File: src/drc_pkg.sv
// types, constants and helper functions for the dirty bitmap range coalescer
// no dependencies
`default_nettype none
package drc_pkg;
	localparam int MAX_WORDS = 16;
	localparam int SEGMENT_BITS = 8;
	localparam int WORD_BITS = 64;
	localparam int NSEG = WORD_BITS / SEGMENT_BITS;
	localparam int POS_W = $clog2(MAX_WORDS + 1);
	localparam int START_W = 10;
	localparam int LEN_W = 11;
	localparam int CNT_W = 11;
	localparam int QDEPTH = 4;
	localparam int QPTR_W = $clog2(QDEPTH);
	localparam int QCNT_W = $clog2(QDEPTH + 1);
	localparam int CFG_IDX_W = 2;
	localparam int CFG_DATA_W = 21;
	localparam logic [SEGMENT_BITS-1:0] SEG_MASK = 8'hff;

	localparam logic [CFG_IDX_W-1:0] REG_MAX_RANGES = 2'd0;
	localparam logic [CFG_IDX_W-1:0] REG_BLOCK_BYTES = 2'd1;
	localparam logic [CFG_IDX_W-1:0] REG_IO_COST = 2'd2;
	localparam logic [CFG_IDX_W-1:0] REG_SEGMENT_BYTES = 2'd3;

	typedef struct packed {
		logic [63:0] bitmap_word;
		logic        final_word;
	} in_item_t;

	typedef struct packed {
		logic [9:0]  range_start;
		logic [10:0] range_blocks;
		logic        has_range;
		logic        end_of_bitmap;
		logic [10:0] ranges_total;
	} out_item_t;

	// one classified word handed from front to back
	typedef struct packed {
		logic [WORD_BITS-1:0] mask;
		logic [START_W-1:0]   base;
		logic                 fin;
	} qentry_t;

	typedef struct packed {
		logic [10:0] max_ranges;
		logic [16:0] block_bytes;
		logic [20:0] io_cost_bytes;
		logic [19:0] segment_bytes;
	} cfg_t;

	function automatic logic [3:0] pop8(input logic [7:0] v);
		logic [3:0] c;
		c = '0;
		for (int i = 0; i < 8; i++) c = c + {3'b000, v[i]};
		return c;
	endfunction

	// index of lowest set bit, WORD_BITS when none
	function automatic logic [6:0] tz65(input logic [WORD_BITS:0] v);
		logic [6:0] r;
		r = 7'(WORD_BITS);
		for (int i = WORD_BITS; i >= 0; i--) begin
			if (v[i]) r = 7'(i);
		end
		return r;
	endfunction
endpackage
`default_nettype wire

File: src/dirty_bitmap_range_coalescer_top.sv
// top level of the dirty bitmap range coalescer: config registers, front, queue, back
// depends on drc_pkg, drc_front, drc_queue, drc_back
//
// channel  | handshake          | payload
// in       | in_valid/in_ready  | in_data   (bitmap_word, final_word)
// out      | out_valid/out_ready| out_data  (range_start .. ranges_total)
// cfg      | cfg_we             | cfg_index, cfg_wdata
//
// a word is classified and queued in the cycle it is accepted (queue of four words)
// the back end walks the runs of set bits in the classified word one by one, then closes
// the word; while closing, the end item of a bitmap leaves and the next word is taken
// the run walker in the back end sets the rate
// reset clears position, pending range, count and queue; config returns to defaults
// input stalls only when the queue is full, the back end only on a full output register
`default_nettype none
module dirty_bitmap_range_coalescer_top (
	input  wire logic                           clk,
	input  wire logic                           arst_n,
	input  wire logic                           in_valid,
	output logic                                in_ready,
	input  wire drc_pkg::in_item_t              in_data,
	output logic                                out_valid,
	input  wire logic                           out_ready,
	output drc_pkg::out_item_t                  out_data,
	input  wire logic                           cfg_we,
	input  wire logic [drc_pkg::CFG_IDX_W-1:0]  cfg_index,
	input  wire logic [drc_pkg::CFG_DATA_W-1:0] cfg_wdata
);
	drc_pkg::cfg_t cfg_q;
	drc_pkg::qentry_t entry, head;
	logic q_empty, q_full, q_pop, take;

	assign in_ready = !q_full;
	assign take = in_valid && in_ready;

	always_ff @(posedge clk or negedge arst_n) begin
		if (!arst_n) begin
			cfg_q.max_ranges <= 11'd513;
			cfg_q.block_bytes <= 17'd4096;
			cfg_q.io_cost_bytes <= 21'd16384;
			cfg_q.segment_bytes <= 20'd32768;
		end else if (cfg_we) begin
			case (cfg_index)
				drc_pkg::REG_MAX_RANGES: cfg_q.max_ranges <= cfg_wdata[10:0];
				drc_pkg::REG_BLOCK_BYTES: cfg_q.block_bytes <= cfg_wdata[16:0];
				drc_pkg::REG_IO_COST: cfg_q.io_cost_bytes <= cfg_wdata[20:0];
				drc_pkg::REG_SEGMENT_BYTES: cfg_q.segment_bytes <= cfg_wdata[19:0];
				default: cfg_q <= cfg_q;
			endcase
		end
	end

	drc_front u_front (
		.clk(clk), .arst_n(arst_n), .item(in_data), .take(take), .cfg(cfg_q), .entry(entry)
	);

	drc_queue u_queue (
		.clk(clk), .arst_n(arst_n), .push(take), .wdata(entry), .pop(q_pop),
		.head(head), .empty(q_empty), .full(q_full)
	);

	drc_back u_back (
		.clk(clk), .arst_n(arst_n), .head(head), .q_empty(q_empty), .q_pop(q_pop),
		.max_ranges(cfg_q.max_ranges), .out_valid(out_valid), .out_ready(out_ready),
		.out_data(out_data)
	);
endmodule
`default_nettype wire

File: src/drc_front.sv
// front: classifies each segment of a word as dense or sparse, tracks word position
// depends on drc_pkg
`default_nettype none
module drc_front (
	input  wire logic             clk,
	input  wire logic             arst_n,
	input  wire drc_pkg::in_item_t item,
	input  wire logic             take,
	input  wire drc_pkg::cfg_t    cfg,
	output drc_pkg::qentry_t      entry
);
	logic [drc_pkg::POS_W-1:0] pos_q;
	logic [drc_pkg::WORD_BITS-1:0] mask;

	always_comb begin
		logic [7:0]  bits;
		logic [3:0]  ones;
		logic [2:0]  runs;
		logic [21:0] c_blk;
		logic [23:0] c_io;
		logic [24:0] cost;
		mask = '0;
		for (int s = 0; s < drc_pkg::NSEG; s++) begin
			bits = item.bitmap_word[s*drc_pkg::SEGMENT_BITS +: drc_pkg::SEGMENT_BITS];
			ones = drc_pkg::pop8(bits);
			runs = 3'(drc_pkg::pop8(bits & ~(bits << 1) & drc_pkg::SEG_MASK));
			c_blk = 22'(ones) * 22'(cfg.block_bytes);
			c_io = 24'(runs - 3'd1) * 24'(cfg.io_cost_bytes);
			cost = 25'(c_blk) + 25'(c_io);
			// dense segment collapses to one whole-segment run
			if (bits != '0 && cost >= 25'(cfg.segment_bytes))
				mask[s*drc_pkg::SEGMENT_BITS +: drc_pkg::SEGMENT_BITS] = drc_pkg::SEG_MASK;
			else
				mask[s*drc_pkg::SEGMENT_BITS +: drc_pkg::SEGMENT_BITS] = bits;
		end
		// words beyond the bitmap size contribute nothing
		if (pos_q >= drc_pkg::POS_W'(drc_pkg::MAX_WORDS)) mask = '0;
	end

	assign entry.mask = mask;
	assign entry.base = drc_pkg::START_W'(pos_q) << $clog2(drc_pkg::WORD_BITS);
	assign entry.fin = item.final_word;

	always_ff @(posedge clk or negedge arst_n) begin
		if (!arst_n) begin
			pos_q <= '0;
		end else if (take) begin
			if (item.final_word)
				pos_q <= '0;
			else if (pos_q < drc_pkg::POS_W'(drc_pkg::MAX_WORDS))
				pos_q <= pos_q + 1'b1;
		end
	end
endmodule
`default_nettype wire

File: src/drc_queue.sv
// short queue of classified words between front and back
// depends on drc_pkg
`default_nettype none
module drc_queue (
	input  wire logic              clk,
	input  wire logic              arst_n,
	input  wire logic              push,
	input  wire drc_pkg::qentry_t  wdata,
	input  wire logic              pop,
	output drc_pkg::qentry_t       head,
	output logic                   empty,
	output logic                   full
);
	drc_pkg::qentry_t mem_q [drc_pkg::QDEPTH];
	logic [drc_pkg::QPTR_W-1:0] wptr_q, rptr_q;
	logic [drc_pkg::QCNT_W-1:0] cnt_q;
	logic do_push, do_pop;

	assign empty = (cnt_q == '0);
	assign full = (cnt_q == drc_pkg::QCNT_W'(drc_pkg::QDEPTH));
	assign do_push = push && !full;
	assign do_pop = pop && !empty;
	assign head = mem_q[rptr_q];

	always_ff @(posedge clk) begin
		if (do_push) mem_q[wptr_q] <= wdata;
	end

	always_ff @(posedge clk or negedge arst_n) begin
		if (!arst_n) begin
			wptr_q <= '0;
			rptr_q <= '0;
			cnt_q <= '0;
		end else begin
			if (do_push) wptr_q <= wptr_q + 1'b1;
			if (do_pop) rptr_q <= rptr_q + 1'b1;
			case ({do_push, do_pop})
				2'b10: cnt_q <= cnt_q + 1'b1;
				2'b01: cnt_q <= cnt_q - 1'b1;
				default: cnt_q <= cnt_q;
			endcase
		end
	end
endmodule
`default_nettype wire

File: src/drc_back.sv
// back: walks the runs of each classified word, merges, limits and emits ranges
// depends on drc_pkg
`default_nettype none
module drc_back (
	input  wire logic              clk,
	input  wire logic              arst_n,
	input  wire drc_pkg::qentry_t  head,
	input  wire logic              q_empty,
	output logic                   q_pop,
	input  wire logic [10:0]       max_ranges,
	output logic                   out_valid,
	input  wire logic              out_ready,
	output drc_pkg::out_item_t     out_data
);
	logic cur_valid_q, fin_q;
	logic [drc_pkg::WORD_BITS-1:0] rem_q;
	logic [drc_pkg::START_W-1:0] base_q;
	logic [drc_pkg::START_W-1:0] pstart_q;
	logic [drc_pkg::LEN_W-1:0] plen_q;
	logic pvalid_q;
	logic [drc_pkg::CNT_W-1:0] kept_q;
	logic out_valid_q;
	drc_pkg::out_item_t out_q;

	logic [drc_pkg::WORD_BITS-1:0] low, rest;
	logic [drc_pkg::WORD_BITS:0] t;
	logic [6:0] st, en, len;
	logic [drc_pkg::START_W-1:0] abs_start;
	logic [11:0] pend_end;
	logic has_run, merge, out_free, done;

	assign low = rem_q & (~rem_q + 1'b1);
	assign t = {1'b0, rem_q} + {1'b0, low};
	assign rest = rem_q & t[drc_pkg::WORD_BITS-1:0];
	assign st = drc_pkg::tz65({1'b0, rem_q});
	assign en = drc_pkg::tz65(t);
	assign len = en - st;
	assign abs_start = base_q + drc_pkg::START_W'(st);
	assign pend_end = 12'(pstart_q) + 12'(plen_q);
	assign has_run = cur_valid_q && (rem_q != '0);
	assign merge = pvalid_q && (pend_end == 12'(abs_start));
	assign out_free = !out_valid_q || out_ready;
	// word finished: no runs left, and room for the end item if this was the last word
	assign done = cur_valid_q && (rem_q == '0) && (!fin_q || out_free);
	assign q_pop = (!cur_valid_q || done) && !q_empty;

	assign out_valid = out_valid_q;
	assign out_data = out_q;

	always_ff @(posedge clk or negedge arst_n) begin
		if (!arst_n) begin
			cur_valid_q <= 1'b0;
			fin_q <= 1'b0;
			rem_q <= '0;
			base_q <= '0;
			pstart_q <= '0;
			plen_q <= '0;
			pvalid_q <= 1'b0;
			kept_q <= '0;
			out_valid_q <= 1'b0;
			out_q <= '0;
		end else begin
			if (out_valid_q && out_ready) out_valid_q <= 1'b0;

			if (has_run) begin
				if (merge) begin
					plen_q <= plen_q + drc_pkg::LEN_W'(len);
					rem_q <= rest;
				end else if (!pvalid_q || out_free) begin
					if (pvalid_q) begin
						out_valid_q <= 1'b1;
						out_q <= '{range_start: pstart_q, range_blocks: plen_q,
							has_range: 1'b1, end_of_bitmap: 1'b0, ranges_total: '0};
					end
					if (kept_q < max_ranges) begin
						pstart_q <= abs_start;
						plen_q <= drc_pkg::LEN_W'(len);
						pvalid_q <= 1'b1;
						kept_q <= kept_q + 1'b1;
					end else begin
						pvalid_q <= 1'b0;
					end
					rem_q <= rest;
				end
			end else if (done && fin_q) begin
				out_valid_q <= 1'b1;
				if (pvalid_q)
					out_q <= '{range_start: pstart_q, range_blocks: plen_q,
						has_range: 1'b1, end_of_bitmap: 1'b1, ranges_total: kept_q};
				else
					out_q <= '{range_start: '0, range_blocks: '0,
						has_range: 1'b0, end_of_bitmap: 1'b1, ranges_total: kept_q};
				pstart_q <= '0;
				plen_q <= '0;
				pvalid_q <= 1'b0;
				kept_q <= '0;
			end

			if (q_pop) begin
				cur_valid_q <= 1'b1;
				rem_q <= head.mask;
				base_q <= head.base;
				fin_q <= head.fin;
			end else if (done) begin
				cur_valid_q <= 1'b0;
			end
		end
	end
endmodule
`default_nettype wire

File: config.mk
export PLATFORM = sky130hd
export DESIGN_NAME = dirty_bitmap_range_coalescer_top
export DESIGN_NICKNAME = d
export VERILOG_FILES = /design/src/drc_pkg.sv /design/src/dirty_bitmap_range_coalescer_top.sv /design/src/drc_front.sv /design/src/drc_queue.sv /design/src/drc_back.sv
export SDC_FILE = /design/constraint.sdc
export NUM_CORES = 2
export LEC_CHECK = 0
export BUFFER_PORTS_ARGS = -buffer_cell sky130_fd_sc_hd__buf_2
export CAP_MARGIN = 40
export CORE_ASPECT_RATIO = 1.5
export CORE_UTILIZATION = 25
export DETAILED_ROUTE_END_ITERATION = 7
export GPL_TIMING_DRIVEN = 1
export PLACE_DENSITY = 0.51
export SLEW_MARGIN = 10
export SYNTH_ARGS = -nofsm -noshare
export SYNTH_HDL_FRONTEND = slang
export SYNTH_SLANG_ARGS = --single-unit
File: constraint.sdc
create_clock -name clk -period 9.6 [get_ports clk]
set_input_delay 0.48 -clock clk [delete_from_list [all_inputs] [get_ports clk]]
set_output_delay 0.48 -clock clk [all_outputs]
set_load 0.02 [all_outputs]
# Word level (Yosys, flattened, before mapping)
# Memories as Yosys holds them, arrays and structs flattened.
# Cells that the tools add are included.
# totals
mem_bits_rw	276
n_memories	1
input_bits	93
output_inout_bits	36
regBits	225
# classes
eq_ne	13
n_lt_le_gt_ge	11
n_mux	179
reduce_logical	56
bitwise_logic	19
addsub	140
mul	16
# memory_table
memory	words	word_bits	read_ports	rd_clocked_by_memory_dff	wr	line	text
u_queue.mem_q	4	69	1	0	1	drc_queue.sv:14	drc_pkg::qentry_t mem_q [drc_pkg::QDEPTH];
# ops
cell	count
2-to-1 mux 7 bit	128
2-to-1 mux 64 bit	5
2-to-1 mux 34 bit	6
adder 21 x 24 -> 25 bit	8
greater-or-equal comparator 25 x 20 -> 1 bit	8
adder 4 x 1 -> 4 bit	48
multiplier 24 x 21 -> 24 bit	8
multiplier 4 x 17 -> 21 bit	8
adder 3 x 1 -> 3 bit	48
AND 64 bit	2
2-to-1 mux 11 bit	9
adder 64 x 1 -> 64 bit, second input constant	1
adder 64 bit	1
AND 8 bit	8
logical NOT 64 bit	1
2-to-1 mux 8 bit	8
inverter 64 bit	1
inverter 8 bit	8
nonzero test 64 bit	1
nonzero test 8 bit	8
2-to-1 mux 10 bit	5
adder 1 x 1 -> 2 bit	16
subtractor 3 x 1 -> 4 bit, second input constant	8
logical AND 1 bit	18
31 further kinds	72

# Logic depth before layout (Yosys ltp)
# logic_depth
word_depth	73
ltp_mapped	50
mapped_depth_nobuf	49

# Cells and area by module
# A second synthesis with hierarchy kept.
# hier_totals
hier_cells	8449
area_unflattened_um2	76983.8
# modules_own_cells
module	seq_area_each_um2	cells_per_inst	n_inst	area_per_inst_um2
drc_front	125.1	6004	1	49267.3
drc_back	3603.5	1866	1	13838.3
drc_queue	9183.8	429	1	11269.6
dirty_bitmap_range_coalescer_top	1732.9	150	1	2608.8

# Worst setup path after synthesis
# No wires, ideal clock.
# synth_timing
path_type	input -> register
from	input in_data[51] (netlist name)
to	memory u_queue.mem_q[0][53] (netlist name), data pin
path_stages	44
t_required_ns	9.251
setup_time_ns	0.349
arrival_ns	11.720
path_slack_ns	-2.469
path_cell_list	nor2_1 -> a21oi_1 -> ha_1 -> fa_1 -> inv_1 -> fa_1 -> fa_1 -> xor2_1 -> and3_1 -> clkbuf_1 -> nand2_1 -> inv_1 -> fa_1 -> fa_1 -> fa_1 -> fa_1 -> fa_1 -> fa_1 -> [8 not listed] -> fa_1 -> inv_1 -> ha_1 -> or3_1 -> o211a_1 -> o21a_1 -> nor2_1 -> ha_1 -> nand4_1 -> nor3_1 -> nand2_1 -> nand2_1 -> nand2_1 -> o2111ai_1 -> a221oi_1 -> o21ai_0 -> a2111oi_0 -> o22ai_1
# synth_rtl
element	line	text
start, declared	dirty_bitmap_range_coalescer_top.sv:21	input wire drc_pkg::in_item_t in_data,
end, declared	drc_queue.sv:14	

==> run summary <==
The end-of-flow core utilization was 31.40%. Clock skew on the completed layout was measured at 69.81 ps. After detailed routing, the number of vias per cell comes to 4.551.

Setup violations remaining at the end of the flow were counted as 256. For the worst setup path, the data arrival time is 11620 ps. The logs give 55 for the number of buffers inserted during clock tree synthesis and 88 for the count of cell types in the netlist. Before antenna repair, the detailed router went through 6 iterations.

The worst register-to-register path ends at u_queue.mem_q[1][48]. For this run, the top clock speed supported by timing is 0.08896 GHz. The run gives 495 as the total number of clock tree sinks. A synthesized cell averages 9.227 µm². For flop-to-flop paths, the worst setup slack is 0 ps.

In this run the horizontal extent of the chip is 509.0 µm. For this run, the leading register cell type out of synthesis is sky130_fd_sc_hd__edfxtp_1. The initial utilization of the core area, before any placement, comes to 25.17%. The finished cells cover 0.1202 mm².

The die outline area came out at 0.3881 mm². The checks that failed: setup timing. The cell depth of the worst hold path is 2, and the number of global-route vias before repair is 82620. Detailed router's first-iteration violation count: 3237.

The hold path endpoint was cfg_q[38]. The final HPWL from detailed placement came out at 270100 µm. The number of slew-limit violations in the final report is 0.

The tightest min-delay check is of the primary input to register type. Highest-delay cell along the critical path: sky130_fd_sc_hd__fa_1. The count of nets left with antenna violations once routing finished came out at 0. The total area inside the core boundary comes to 0.3830 mm². The floorplan has 278 rows. Port buffering added 128 buffers.

The later pin in the worst-skew pair is clocked with a latency of 710 ps. Routed wirelength normalized by instance count: 18.99 µm. Buffer type at the clock tree root: sky130_fd_sc_hd__clkbuf_16. The cell repeated most along the worst path is sky130_fd_sc_hd__fa_1. The clock passes through at most 3 buffers. The worst relative slew slack is 35.69%, and the relative area change from synthesis to final layout is 24.74%. TritonCTS built the clock tree.

Of the cells placed in the final design, the portion with a size suffix greater than 1 is 21.71%. The die is 762.5 µm tall. The worst setup path is launched from a primary input.

The tools report the portion of the post-synthesis area used by sequential elements as 14.29%. The wire length reported by the detailed router came out at 320900 µm. The number of placed instances, taps included, is 16720. Across the run, the number of max-cap violations was 0. Setup repair after global routing could not meet its margin everywhere. Yosys mapped a number of flops with a built-in enable equal to 276.

Entering global routing, the biggest net connects 137 pins. The logs give 0 for the final hold violation count and 16.57% for the global-route usage over all layers. The highest fanout seen on the critical path is 8. The number of nets in the synthesized netlist is 13120.

After detailed routing, the number of remaining DRC violations is 0. For the pin with the worst max-slew slack, the measured transition is 955.8 ps. For this design the top-level I/O count stands at 129.

Across all hold checks on the routed design, the worst slack comes to 79.14 ps. The first global-routing pass estimated 488500 µm of wire. The flow ran to the end, but the final reports show violations. The instance area at placement was 0.1144 mm²; the final worst-path cycle share was 117.1%. Summing over every cut layer, the via total after detailed routing is 76910. The worst register-to-register path begins at cfg_q[25]. The share of flip-flops with an asynchronous set or reset is 44.24%, and the clock period minus worst slack is 11240 ps. The depth of the most critical reg-to-reg path works out to 39. The H-tree was split into 2 levels.

The logs give 0 for the sum of overflow across all layers after global routing and 16900 for the final instance count without filler cells. Mapped cell area: 0.09639 mm². The logs give 9980 ps for the required time at the worst-slack endpoint and 0 for the number of warnings printed during yosys synthesis.

The final layout contains 14450 nets. After clock tree synthesis, the clock-pin slew on the worst setup and hold paths is 60 ps. The routability-driven placement congestion ratio was 0.9635; the delay contributed by the slowest stage of the critical path was 560 ps. The number of synthesized register bits came out at 495. For the final worst-path setup slack, the log shows -1640 ps. The post-synthesis cell count was 10450.

The worst setup path is captured at a register. The critical path is of the primary input to register type. The beginning of the worst hold path was cfg_wdata[18]. The run gives 29 as the initial antenna violation count.
## cells in the mapped netlist (105+ instances only)
cell / number / share of area, %
sky130_fd_sc_hd__edfxtp_1: 276 / 8.6
sky130_fd_sc_hd__nand2b_1: 272 / 1.8
sky130_fd_sc_hd__and2_1: 351 / 2.3
sky130_fd_sc_hd__inv_1: 2221 / 8.6
sky130_fd_sc_hd__nand3_1: 125 / 0.65
sky130_fd_sc_hd__o21ai_0: 479 / 2.5
sky130_fd_sc_hd__nor2_1: 351 / 1.4
sky130_fd_sc_hd__xnor2_1: 304 / 2.8
sky130_fd_sc_hd__dfrtp_1: 214 / 5.6
sky130_fd_sc_hd__a21oi_1: 284 / 1.5
sky130_fd_sc_hd__nor3_1: 125 / 0.65
sky130_fd_sc_hd__a21o_1: 105 / 0.82
sky130_fd_sc_hd__fa_1: 1468 / 30
sky130_fd_sc_hd__ha_1: 1107 / 14
sky130_fd_sc_hd__nor2b_1: 301 / 2.0
sky130_fd_sc_hd__clkbuf_1: 364 / 1.4
sky130_fd_sc_hd__nand2_1: 861 / 3.4
sky130_fd_sc_hd__xor2_1: 142 / 1.3
## layer usage
layer	wire length, µm	global-route usage [%]	part of all wire, %
met1	116400	17.48	36
met2	176000	32.15	55
met3	8314	1.024	2.6
met4	20090	9.292	6.3
met5	68	0	0.021
## logic make-up after synthesis
group	Yosys count	synth area share (%)
simple gates	2749	14.58
mux	165	2.705
fa+ha+maj	2575	44.86
compound gates	1424	9.389
xor+xnor	446	4.053
flops	495	14.29
buf+inv	2593	10.12
## layout make-up
class / instances / area (µm²)
Timing Repair Buffer: 1652 / 12990
Tap cell: 5040 / 6306
Inverter: 2221 / 8363
Fill cell: 40060 / 262700
Clock buffer: 62 / 1413
Sequential cell: 495 / 13820
Clock inverter: 42 / 600.6
Antenna cell: 30 / 75.07
Multi-Input combinational cell: 7359 / 76680
## worst max path at each step
stage                     slack (ps)        start                    to  depth (start not counted)
after floorplan                -1590  in_data[11]  u_queue.mem_q[0][13]                         44
after global placement         -2720  in_data[36]  u_queue.mem_q[1][43]                         48
after detailed placement       -2780  in_data[11]  u_queue.mem_q[0][19]                         49
after CTS                      -1660  in_data[60]  u_queue.mem_q[1][66]                         47
after global routing           -2060  in_data[60]  u_queue.mem_q[3][66]                         47
final                          -1640  in_data[60]  u_queue.mem_q[3][66]                         47
## cell usage in the layout, fill, tap and decap left out, types with 187 or more instances in the layout
cell type and n:
sky130_fd_sc_hd__a21oi_1 226, sky130_fd_sc_hd__and2_1 338, sky130_fd_sc_hd__buf_4 1433, sky130_fd_sc_hd__dfrtp_1 187
sky130_fd_sc_hd__edfxtp_1 276, sky130_fd_sc_hd__fa_1 1407, sky130_fd_sc_hd__ha_1 1019, sky130_fd_sc_hd__inv_1 2148
sky130_fd_sc_hd__nand2_1 825, sky130_fd_sc_hd__nand2b_1 271, sky130_fd_sc_hd__nor2_1 333, sky130_fd_sc_hd__nor2b_1 299
sky130_fd_sc_hd__o21ai_0 390, sky130_fd_sc_hd__xnor2_1 281
## worst max-delay path, delay by kind of cell
family	cells	cell delay, ps
simple gates	8	1630
xor+xnor	3	580
mux	1	200
fa+ha+maj	15	5900
buf+inv	10	1010
compound gates	10	1740
## timing repair
| item | 4_1_cts | 5_1_grt |
|---|---|---|
| resized for setup | 162 | 534 |
| pin swaps | 42 | 311 |
| gates cloned | 1 | 0 |
| setup buffers | 4 | 48 |
| setup endpoints to repair | 256 | 256 |
| endpoints found under the hold margin | 51 | 0 |
| hold buffers | 3 | 0 |
## registers in the layout, summed over array words and instances (netlist names)
signal              flops
u_back.cur_valid_q      1
u_back.base_q           4
u_back.out_data        34
u_queue.cnt_q           3
u_queue.rptr_q          2
u_back.out_valid        1
u_back.pvalid_q         1
u_back.plen_q          11
u_back.kept_q          11
u_back.rem_q           64
u_back.pstart_q        10
u_queue.mem_q         276
cfg_q                  69
u_front.pos_q           5
u_queue.wptr_q          2
u_back.fin_q            1
## metrics by stage
stage | setup TNS [ps] | worst slack, ps
after global placement | -637250 | -2722
after floorplan | -379170 | -1592
after CTS | -389990 | -1656
final | -327740 | -1640
after global routing | -434290 | -2059
after detailed placement | -656840 | -2775
Power is left out: the tool's default activity adds up to more than one toggle a clock period on the data nets, which glitch-free logic cannot reach.
